<file path="src/design/bxdp_pkg.sv">
// ----------------------------------------------------------------------------
// bxdp_pkg
// Shared widths, register indexes and request types of the XNOR dot-product unit.
// ----------------------------------------------------------------------------
package bxdp_pkg;

	localparam int DATA_W        = 16;
	localparam int RESULT_W      = 29;
	localparam int FRAC_W        = 8;
	localparam int MAX_TERMS_DEF = 4096;
	localparam int OP_DEPTH      = 4;
	localparam int RES_DEPTH     = 4;
	localparam int CFG_IDX_W     = 1;

	localparam logic [CFG_IDX_W-1:0] CFG_AFFINE = 1'b0;
	localparam logic [CFG_IDX_W-1:0] CFG_RELU   = 1'b1;

	typedef struct packed {
		logic                     match;
		logic                     last;
		logic signed [DATA_W-1:0] scale;
		logic signed [DATA_W-1:0] shift;
	} bxdp_op_t;

	typedef struct packed {
		logic affine;
		logic relu;
	} bxdp_cfg_t;

endpackage

</file>
<file path="src/design/bxdp_fifo.sv">
// ----------------------------------------------------------------------------
// bxdp_fifo
// Small register queue with full and empty flags and a combinational head.
// ----------------------------------------------------------------------------
module bxdp_fifo #(
	parameter int WIDTH = bxdp_pkg::RESULT_W,
	parameter int DEPTH = bxdp_pkg::OP_DEPTH
) (
	input  logic             clk,
	input  logic             arst_n,
	input  logic             push,
	input  logic [WIDTH-1:0] wdata,
	output logic             full,
	input  logic             pop,
	output logic [WIDTH-1:0] rdata,
	output logic             empty
);
	localparam int PTR_W = (DEPTH > 1) ? $clog2(DEPTH) : 1;
	localparam int CNT_W = $clog2(DEPTH + 1);

	logic [WIDTH-1:0] mem_q [DEPTH];
	logic [PTR_W-1:0] wr_ptr_q;
	logic [PTR_W-1:0] rd_ptr_q;
	logic [CNT_W-1:0] cnt_q;
	logic             push_ok;
	logic             pop_ok;

	assign full    = (cnt_q == CNT_W'(DEPTH));
	assign empty   = (cnt_q == '0);
	assign push_ok = push && !full;
	assign pop_ok  = pop && !empty;
	assign rdata   = mem_q[rd_ptr_q];

	always_ff @(posedge clk) begin
		if (push_ok) begin
			mem_q[wr_ptr_q] <= wdata;
		end
	end

	always_ff @(posedge clk or negedge arst_n) begin
		if (!arst_n) begin
			wr_ptr_q <= '0;
			rd_ptr_q <= '0;
			cnt_q    <= '0;
		end else begin
			if (push_ok) begin
				wr_ptr_q <= (wr_ptr_q == PTR_W'(DEPTH - 1)) ? '0 : wr_ptr_q + 1'b1;
			end
			if (pop_ok) begin
				rd_ptr_q <= (rd_ptr_q == PTR_W'(DEPTH - 1)) ? '0 : rd_ptr_q + 1'b1;
			end
			if (push_ok && !pop_ok) begin
				cnt_q <= cnt_q + 1'b1;
			end else if (pop_ok && !push_ok) begin
				cnt_q <= cnt_q - 1'b1;
			end
		end
	end

endmodule

</file>
<file path="src/design/bxdp_front.sv">
// ----------------------------------------------------------------------------
// bxdp_front
// Binarizes the activation, matches it to the weight bit and queues the request.
// ----------------------------------------------------------------------------
module bxdp_front (
	input  logic                             push,
	input  logic signed [bxdp_pkg::DATA_W-1:0] activation,
	input  logic signed [bxdp_pkg::DATA_W-1:0] threshold,
	input  logic                             weight_sign,
	input  logic signed [bxdp_pkg::DATA_W-1:0] channel_scale,
	input  logic signed [bxdp_pkg::DATA_W-1:0] channel_shift,
	input  logic                             last,
	input  logic                             op_full,
	output logic                             op_push,
	output bxdp_pkg::bxdp_op_t               op
);
	import bxdp_pkg::*;

	logic act_bit;

	assign act_bit  = (activation >= threshold);
	assign op_push  = push && !op_full;
	assign op.match = act_bit ~^ weight_sign;
	assign op.last  = last;
	assign op.scale = channel_scale;
	assign op.shift = channel_shift;

endmodule

</file>
<file path="src/design/bxdp_back.sv">
// ----------------------------------------------------------------------------
// bxdp_back
// Saturating match accumulator, then scale stage and shift/clamp stage.
// ----------------------------------------------------------------------------
module bxdp_back #(
	parameter int MAX_TERMS = bxdp_pkg::MAX_TERMS_DEF
) (
	input  logic                         clk,
	input  logic                         arst_n,
	input  bxdp_pkg::bxdp_cfg_t          cfg,
	input  bxdp_pkg::bxdp_op_t           op,
	input  logic                         op_empty,
	output logic                         op_pop,
	input  logic                         res_full,
	output logic                         res_push,
	output logic [bxdp_pkg::RESULT_W-1:0] res_data
);
	import bxdp_pkg::*;

	localparam int SUM_W  = $clog2(MAX_TERMS + 1) + 1;
	localparam int PROD_W = SUM_W + DATA_W;
	localparam int ACC_W  = (PROD_W + 1 > RESULT_W + 1) ? PROD_W + 1 : RESULT_W + 1;

	localparam logic signed [SUM_W-1:0] SUM_MAX = SUM_W'(MAX_TERMS);
	localparam logic signed [SUM_W-1:0] SUM_MIN = -SUM_W'(MAX_TERMS);
	localparam logic signed [ACC_W-1:0] RES_MAX = ACC_W'((64'sd1 <<< (RESULT_W - 1)) - 1);
	localparam logic signed [ACC_W-1:0] RES_MIN = -ACC_W'(64'sd1 <<< (RESULT_W - 1));

	logic signed [SUM_W-1:0]  sum_q;
	logic signed [SUM_W-1:0]  sum_next;
	logic                     v_s1;
	logic signed [SUM_W-1:0]  sum_s1;
	logic signed [DATA_W-1:0] scale_s1;
	logic signed [DATA_W-1:0] shift_s1;
	logic                     v_s2;
	logic signed [PROD_W-1:0] prod_s2;
	logic signed [DATA_W-1:0] shift_s2;
	logic signed [PROD_W-1:0] prod_d;
	logic signed [ACC_W-1:0]  acc;
	logic signed [ACC_W-1:0]  acc_sat;
	logic                     s1_ready;
	logic                     s2_ready;

	assign s2_ready = !v_s2 || !res_full;
	assign s1_ready = !v_s1 || s2_ready;
	assign op_pop   = !op_empty && (!op.last || s1_ready);

	always_comb begin
		sum_next = sum_q;
		if (op.match) begin
			if (sum_q < SUM_MAX) begin
				sum_next = sum_q + 1'b1;
			end
		end else begin
			if (sum_q > SUM_MIN) begin
				sum_next = sum_q - 1'b1;
			end
		end
	end

	always_comb begin
		if (cfg.affine) begin
			prod_d = PROD_W'(sum_s1) * PROD_W'(scale_s1);
		end else begin
			prod_d = PROD_W'(sum_s1) <<< FRAC_W;
		end
	end

	always_comb begin
		acc = ACC_W'(prod_s2) + ACC_W'(shift_s2);
		if (acc > RES_MAX) begin
			acc_sat = RES_MAX;
		end else if (acc < RES_MIN) begin
			acc_sat = RES_MIN;
		end else begin
			acc_sat = acc;
		end
		if (cfg.relu && acc_sat < 0) begin
			acc_sat = '0;
		end
	end

	assign res_push = v_s2 && !res_full;
	assign res_data = acc_sat[RESULT_W-1:0];

	always_ff @(posedge clk or negedge arst_n) begin
		if (!arst_n) begin
			sum_q <= '0;
			v_s1  <= 1'b0;
			v_s2  <= 1'b0;
		end else begin
			if (op_pop) begin
				sum_q <= op.last ? '0 : sum_next;
			end
			if (s1_ready) begin
				v_s1 <= op_pop && op.last;
			end
			if (s2_ready) begin
				v_s2 <= v_s1;
			end
		end
	end

	always_ff @(posedge clk) begin
		if (s1_ready) begin
			sum_s1   <= sum_next;
			scale_s1 <= op.scale;
			shift_s1 <= op.shift;
		end
		if (s2_ready) begin
			prod_s2  <= prod_d;
			shift_s2 <= cfg.affine ? shift_s1 : '0;
		end
	end

endmodule

</file>
<file path="src/design/binary_xnor_dot_product_unit.sv">
// ----------------------------------------------------------------------------
// binary_xnor_dot_product_unit
// XNOR/popcount dot product over a patch, with optional affine step and ReLU.
// ----------------------------------------------------------------------------
// channel  | handshake                | payload
// input    | push / full              | activation, threshold, weight_sign,
//          |                          | channel_scale, channel_shift, last
// result   | empty / pop              | result
// config   | wr_en, wr_index          | wr_data
//
// One request per cycle is taken while the request queue has room.
// A result passes from the request queue through the accumulator stage and the
// scale stage (a multiply, or a shift by FRAC_W with affine off); shift and
// clamp feed the result queue directly.
// A stalled result queue backs up the pipeline, then the request queue, then full.
// Reset clears the running sum, both queues and the configuration.
// ----------------------------------------------------------------------------
module binary_xnor_dot_product_unit #(
	parameter int MAX_TERMS = bxdp_pkg::MAX_TERMS_DEF
) (
	input  logic                                clk,
	input  logic                                arst_n,
	input  logic                                push,
	output logic                                full,
	input  logic signed [bxdp_pkg::DATA_W-1:0]  activation,
	input  logic signed [bxdp_pkg::DATA_W-1:0]  threshold,
	input  logic                                weight_sign,
	input  logic signed [bxdp_pkg::DATA_W-1:0]  channel_scale,
	input  logic signed [bxdp_pkg::DATA_W-1:0]  channel_shift,
	input  logic                                last,
	output logic                                empty,
	input  logic                                pop,
	output logic signed [bxdp_pkg::RESULT_W-1:0] result,
	input  logic                                wr_en,
	input  logic [bxdp_pkg::CFG_IDX_W-1:0]      wr_index,
	input  logic                                wr_data
);
	import bxdp_pkg::*;

	localparam int OP_W = $bits(bxdp_op_t);

	bxdp_cfg_t              cfg_q;
	bxdp_op_t               op_in;
	bxdp_op_t               op_head;
	logic [OP_W-1:0]        op_rdata;
	logic                   op_push;
	logic                   op_pop;
	logic                   op_empty;
	logic                   op_full;
	logic                   res_push;
	logic                   res_full;
	logic [RESULT_W-1:0]    res_data;
	logic [RESULT_W-1:0]    res_head;

	always_ff @(posedge clk or negedge arst_n) begin
		if (!arst_n) begin
			cfg_q <= '0;
		end else if (wr_en) begin
			case (wr_index)
				CFG_AFFINE: cfg_q.affine <= wr_data;
				CFG_RELU:   cfg_q.relu   <= wr_data;
				default:    cfg_q        <= cfg_q;
			endcase
		end
	end

	bxdp_front u_front (
		.push          (push),
		.activation    (activation),
		.threshold     (threshold),
		.weight_sign   (weight_sign),
		.channel_scale (channel_scale),
		.channel_shift (channel_shift),
		.last          (last),
		.op_full       (op_full),
		.op_push       (op_push),
		.op            (op_in)
	);

	bxdp_fifo #(
		.WIDTH (OP_W),
		.DEPTH (OP_DEPTH)
	) u_op_q (
		.clk    (clk),
		.arst_n (arst_n),
		.push   (op_push),
		.wdata  (op_in),
		.full   (op_full),
		.pop    (op_pop),
		.rdata  (op_rdata),
		.empty  (op_empty)
	);

	assign op_head = op_rdata;

	bxdp_back #(
		.MAX_TERMS (MAX_TERMS)
	) u_back (
		.clk      (clk),
		.arst_n   (arst_n),
		.cfg      (cfg_q),
		.op       (op_head),
		.op_empty (op_empty),
		.op_pop   (op_pop),
		.res_full (res_full),
		.res_push (res_push),
		.res_data (res_data)
	);

	bxdp_fifo #(
		.WIDTH (RESULT_W),
		.DEPTH (RES_DEPTH)
	) u_res_q (
		.clk    (clk),
		.arst_n (arst_n),
		.push   (res_push),
		.wdata  (res_data),
		.full   (res_full),
		.pop    (pop),
		.rdata  (res_head),
		.empty  (empty)
	);

	assign full   = op_full;
	assign result = res_head;

endmodule

</file>
<file path="config.mk">
export PLATFORM = sky130hd
export DESIGN_NAME = binary_xnor_dot_product_unit
export DESIGN_NICKNAME = d
export VERILOG_FILES = /design/src/design/bxdp_pkg.sv /design/src/design/bxdp_fifo.sv /design/src/design/bxdp_front.sv /design/src/design/bxdp_back.sv /design/src/design/binary_xnor_dot_product_unit.sv
export SDC_FILE = /design/constraint.sdc
export NUM_CORES = 1
export LEC_CHECK = 0
export BUFFER_PORTS_ARGS = -buffer_cell sky130_fd_sc_hd__buf_2
export CORE_AREA = 2 2 254 231
export CTS_CLUSTER_DIAMETER = 200
export DETAILED_ROUTE_END_ITERATION = 10
export DIE_AREA = 0 0 256 233
export PLACE_DENSITY = 0.68
export SYNTH_ARGS = -nofsm -noshare
export SYNTH_HDL_FRONTEND = slang
export SYNTH_HIERARCHICAL = 1
export SYNTH_SLANG_ARGS = --single-unit
</file>
<file path="constraint.sdc">
create_clock -name clk -period 6.5 [get_ports clk]
set_clock_uncertainty 0.2 [all_clocks]
set_input_delay 0.65 -clock clk [delete_from_list [all_inputs] [get_ports clk]]
set_output_delay 0.65 -clock clk [all_outputs]
set_load 0.005 [all_outputs]
</file>
==> flow_summary_export.csv <==
group,metric,value,unit
sta,finalCriticalPeriod,6345,ps
clock_tree,root_buffer,"clkbuf_16",
critical_path,crit_path_start_kind,"flop",
clock_tree,cts_buffer_depth,3,
detailed_routing,drc_errors,0,
finish,multi_input_area,0.01289,mm2
critical_path,worstSetupPathType,"flop to flop",
clock_tree,cts_tree,"done",
job,maxCapViolations,0,
floorplan,initial_core_util,44.63,%
floorplan,dieHeight,233,um
critical_path,cp-end-kind,"flop",
sta,whs,10.61,ps
detailed_routing,vias,15342,
synth,ys_seq_elements,376,
synth,synthCells,1978,
clock_tree,cts_sinks,376,
critical_path,critPathMaxFanout,4,
sta,finalMaxSlewViolations,0,
hold_path,hp-class,"primary input to asynchronous set/reset pin",
finish,drive_gt1_share,22.44,%
detailed_routing,routed_via_density,5.201,
grt,grt_pass1_wl,87270,um
floorplan,die_width,256,um
clock_tree,clk_pin_slew,70,ps
synth,postSynthAreaPerCell,12.82,um2
grt,grt_pass1_vias,16333,
synth,async_reset_ff_share,8.511,%
critical_path,rr_worst_depth,23,
clock_tree,clk_latency,580,ps
sta,setup_tns,0,ps
finish,postLayoutCoreUtil,50.92,%
critical_path,critPathArrivalTime,6440,ps
sta,hold_violations,0,
synth,synth_edf_count,344,
synth,synthFlopType,"edfxtp_1",
detailed_routing,drt_iter0_drc,1052,
synth,ys_types,85,
synth,synth_seq_area_share,43.91,%
synth,yosysWarningCount,6,
sta,clock.fmax,0.1576,GHz
placement,gp_congestion,0.8755,
clock_tree,h-tree-depth,2,
finish,ff_latch_area,0.01113,mm2
synth,syn-cell-area,0.02535,mm2
detailed_routing,post_drt_wl_per_cell,18.49,um
floorplan,core,0.05681,mm2
placement,placed_cells,2844,
sta,worst_pin_slew,1226,ps
grt,grt_usage,18.65,%
sta,relSlewSlack,18.06,%
clock_tree,cts-hold-fix-buffers,0,
floorplan,fp.dieArea,0.05965,mm2
detailed_routing,wl,54550,um
floorplan,io-pin-count,104,
synth,syn_nets,2406,
placement,portBuffers,103,
grt,grt_max_degree,53,
outcome,status,"finished, final reports clean",
finish,final_net_count,2580,
critical_path,r2r_end,"u_back/prod_s2[28]",
finish,area_growth,14.11,%
placement,dpl.hpwl,40680,um
sta,setup_viol,0,
grt,antenna_found_initial,2,
clock_tree,cts_inserted_buffers,40,
floorplan,row_count,83,
critical_path,crit_required,6590,ps
critical_path,r2r_start,"u_back/sum_s1[3]",
finish,num-fill-cells,4838,
critical_path,reg2reg_slack,150,ps
sta,min_period_over_period,97.62,%
detailed_routing,drt.antenna.violating_nets,0,
detailed_routing,detail_route.first_pass.iterations,5,
finish,stdcell_count,2950,
grt,overflow,0,
-- critical path: stages (launching register included) --
cell and delay, ps:
edfxtp_1 420, buf_6 160, buf_6 110, and2_1 140, fa_1 500, inv_1 50
fa_1 480, inv_1 50, fa_1 540, fa_2 460, fa_1 520, inv_2 50
fa_1 540, inv_2 50, ha_4 260, and2_4 140, and4_1 220, a21o_1 170
a21oi_2 70, buf_6 130, o311ai_4 320, a31oi_1 150, xnor2_1 150, a21o_1 180
-- cells by family (layout without fill, tap and decap cells) --
group	count (synthesis)	count (layout)	synth area share [%]
AOI/OAI and AO/OA	254	254	7.112
adders and majority gates	355	355	24.10
DFF	376	376	43.91
muxes	84	84	6.599
and+or+nand+nor	439	439	8.958
other	0	1	0
xor gates and xnor gates	76	76	2.626
buffers and inverters	394	600	6.702
-- routing by layer --
metal / routed length (um) / vias to the layer above / part of all wire (%) / track usage, %
li1: - / 7074 / - / -
met1: 24080 / 7789 / 44 / 24.85
met2: 26570 / 392 / 49 / 31.80
met3: 2659 / 85 / 4.9 / 2.887
met4: 1220 / 2 / 2.2 / 5.336
met5: 11 / - / 0.020 / 0
-- repair_timing --
item,CTS,global route
endpoints found under the hold margin,0,0
resized for setup,3,83
pin swaps,0,65
cloned,0,0
setup endpoints to repair,6,14
setup buffers,3,28
-- cells in the mapped netlist (3+ instances only) --
library cell / number / area [um2]
nand3_1: 12 / 60.06
o21ai_1: 3 / 15.01
a211oi_2: 3 / 37.54
clkbuf_1: 40 / 150.1
a211oi_1: 7 / 52.55
buf_6: 4 / 45.04
mux2_1: 3 / 33.78
o31ai_2: 3 / 37.54
dfrtp_1: 32 / 800.8
o31ai_1: 6 / 45.04
xor2_1: 31 / 271.5
a21oi_1: 61 / 305.3
nor3_1: 14 / 70.07
edfxtp_1: 344 / 10330
nor2b_1: 5 / 31.28
and3_1: 9 / 56.30
ha_1: 133 / 1664
nand2b_1: 12 / 75.07
mux2_2: 12 / 135.1
buf_4: 36 / 270.3
nand4_1: 7 / 43.79
o21bai_1: 8 / 60.06
mux2_4: 5 / 75.07
a22o_1: 4 / 35.03
inv_1: 302 / 1134
o21ai_2: 16 / 140.1
nand2_1: 146 / 548.0
a31oi_1: 12 / 75.07
mux4_2: 63 / 1419
a21o_1: 41 / 307.8
fa_1: 222 / 4444
a31o_2: 4 / 35.03
nor2b_4: 3 / 41.29
xnor2_1: 45 / 394.1
and4_1: 3 / 26.28
nor2_1: 61 / 229.0
o21a_1: 7 / 52.55
o21ai_0: 42 / 210.2
and2_1: 148 / 925.9
a221o_1: 3 / 30.03
buf_2: 9 / 45.04
-- flip-flops by register name, summed over array words and instances (netlist names) --
| name | flops |
|---|---|
| u_op_q/mem_q | 136 |
| u_res_q/cnt_q | 3 |
| u_res_q/rd_ptr_q | 2 |
| u_back/v_s1 | 1 |
| u_back/shift_s1 | 16 |
| u_op_q/wr_ptr_q | 2 |
| u_back/scale_s1 | 16 |
| u_res_q/mem_q | 116 |
| u_res_q/wr_ptr_q | 2 |
| cfg_q | 2 |
| u_op_q/rd_ptr_q | 2 |
| u_back/shift_s2 | 16 |
| u_back/sum_s1 | 14 |
| u_back/prod_s2 | 30 |
| u_op_q/cnt_q | 3 |
| u_back/sum_q | 14 |
| u_back/v_s2 | 1 |
-- area by class of cell --
cell class | count | share of cell area (%)
diodes | 1 | 0.008651
clock buffers | 56 | 3.737
clock inverters | 18 | 0.8132
inverters | 302 | 3.932
multi-input cells | 1208 | 44.56
flip-flops and latches | 376 | 38.49
well taps | 765 | 3.309
repair buffers | 224 | 5.152
-- worst max-delay path by stage --
stage	slack, ps	cells past startpoint	end	startpoint
final	150	23	u_back/prod_s2[28]	u_back/sum_s1[3]
after global routing	-40	21	u_back/prod_s2[29]	u_back/sum_s1[3]
after CTS	6	22	u_back/prod_s2[28]	u_back/sum_s1[4]
after detailed placement	-140	21	u_back/prod_s2[28]	u_back/sum_s1[5]
after global placement	40	20	u_back/prod_s2[28]	u_back/sum_s1[5]
after floorplan	40	20	u_back/prod_s2[29]	u_back/sum_s1[3]
-- placed cells by master (no fill, tap or decap), drive strengths merged, types with 13 or more instances in the layout --
master	synthesis	routed
xnor2	45	45
clkbuf	40	56
and2	149	149
nor3	14	14
o21ai	62	62
dfrtp	32	32
ha	133	133
fa	222	222
edfxtp	344	344
a21o	42	42
mux4	63	63
mux2	20	20
a21oi	63	63
nand2	146	146
nor2	62	62
inv	302	304
buf	52	224
a31oi	13	13
xor2	31	31
-- per-stage QoR --
| step | setup slack (ps) | cell area, um2 |
|---|---|---|
| floorplan | 44.02 | 25350 |
| global placement | 40.90 | 26980 |
| detailed placement | -140.8 | 26980 |
| CTS | 6.037 | 28340 |
| global route | -35.85 | 28920 |
| finish | 155.0 | 28930 |
Power is not shown: default switching activity piles up to over one toggle a cycle in this logic, so the estimate is an artifact.
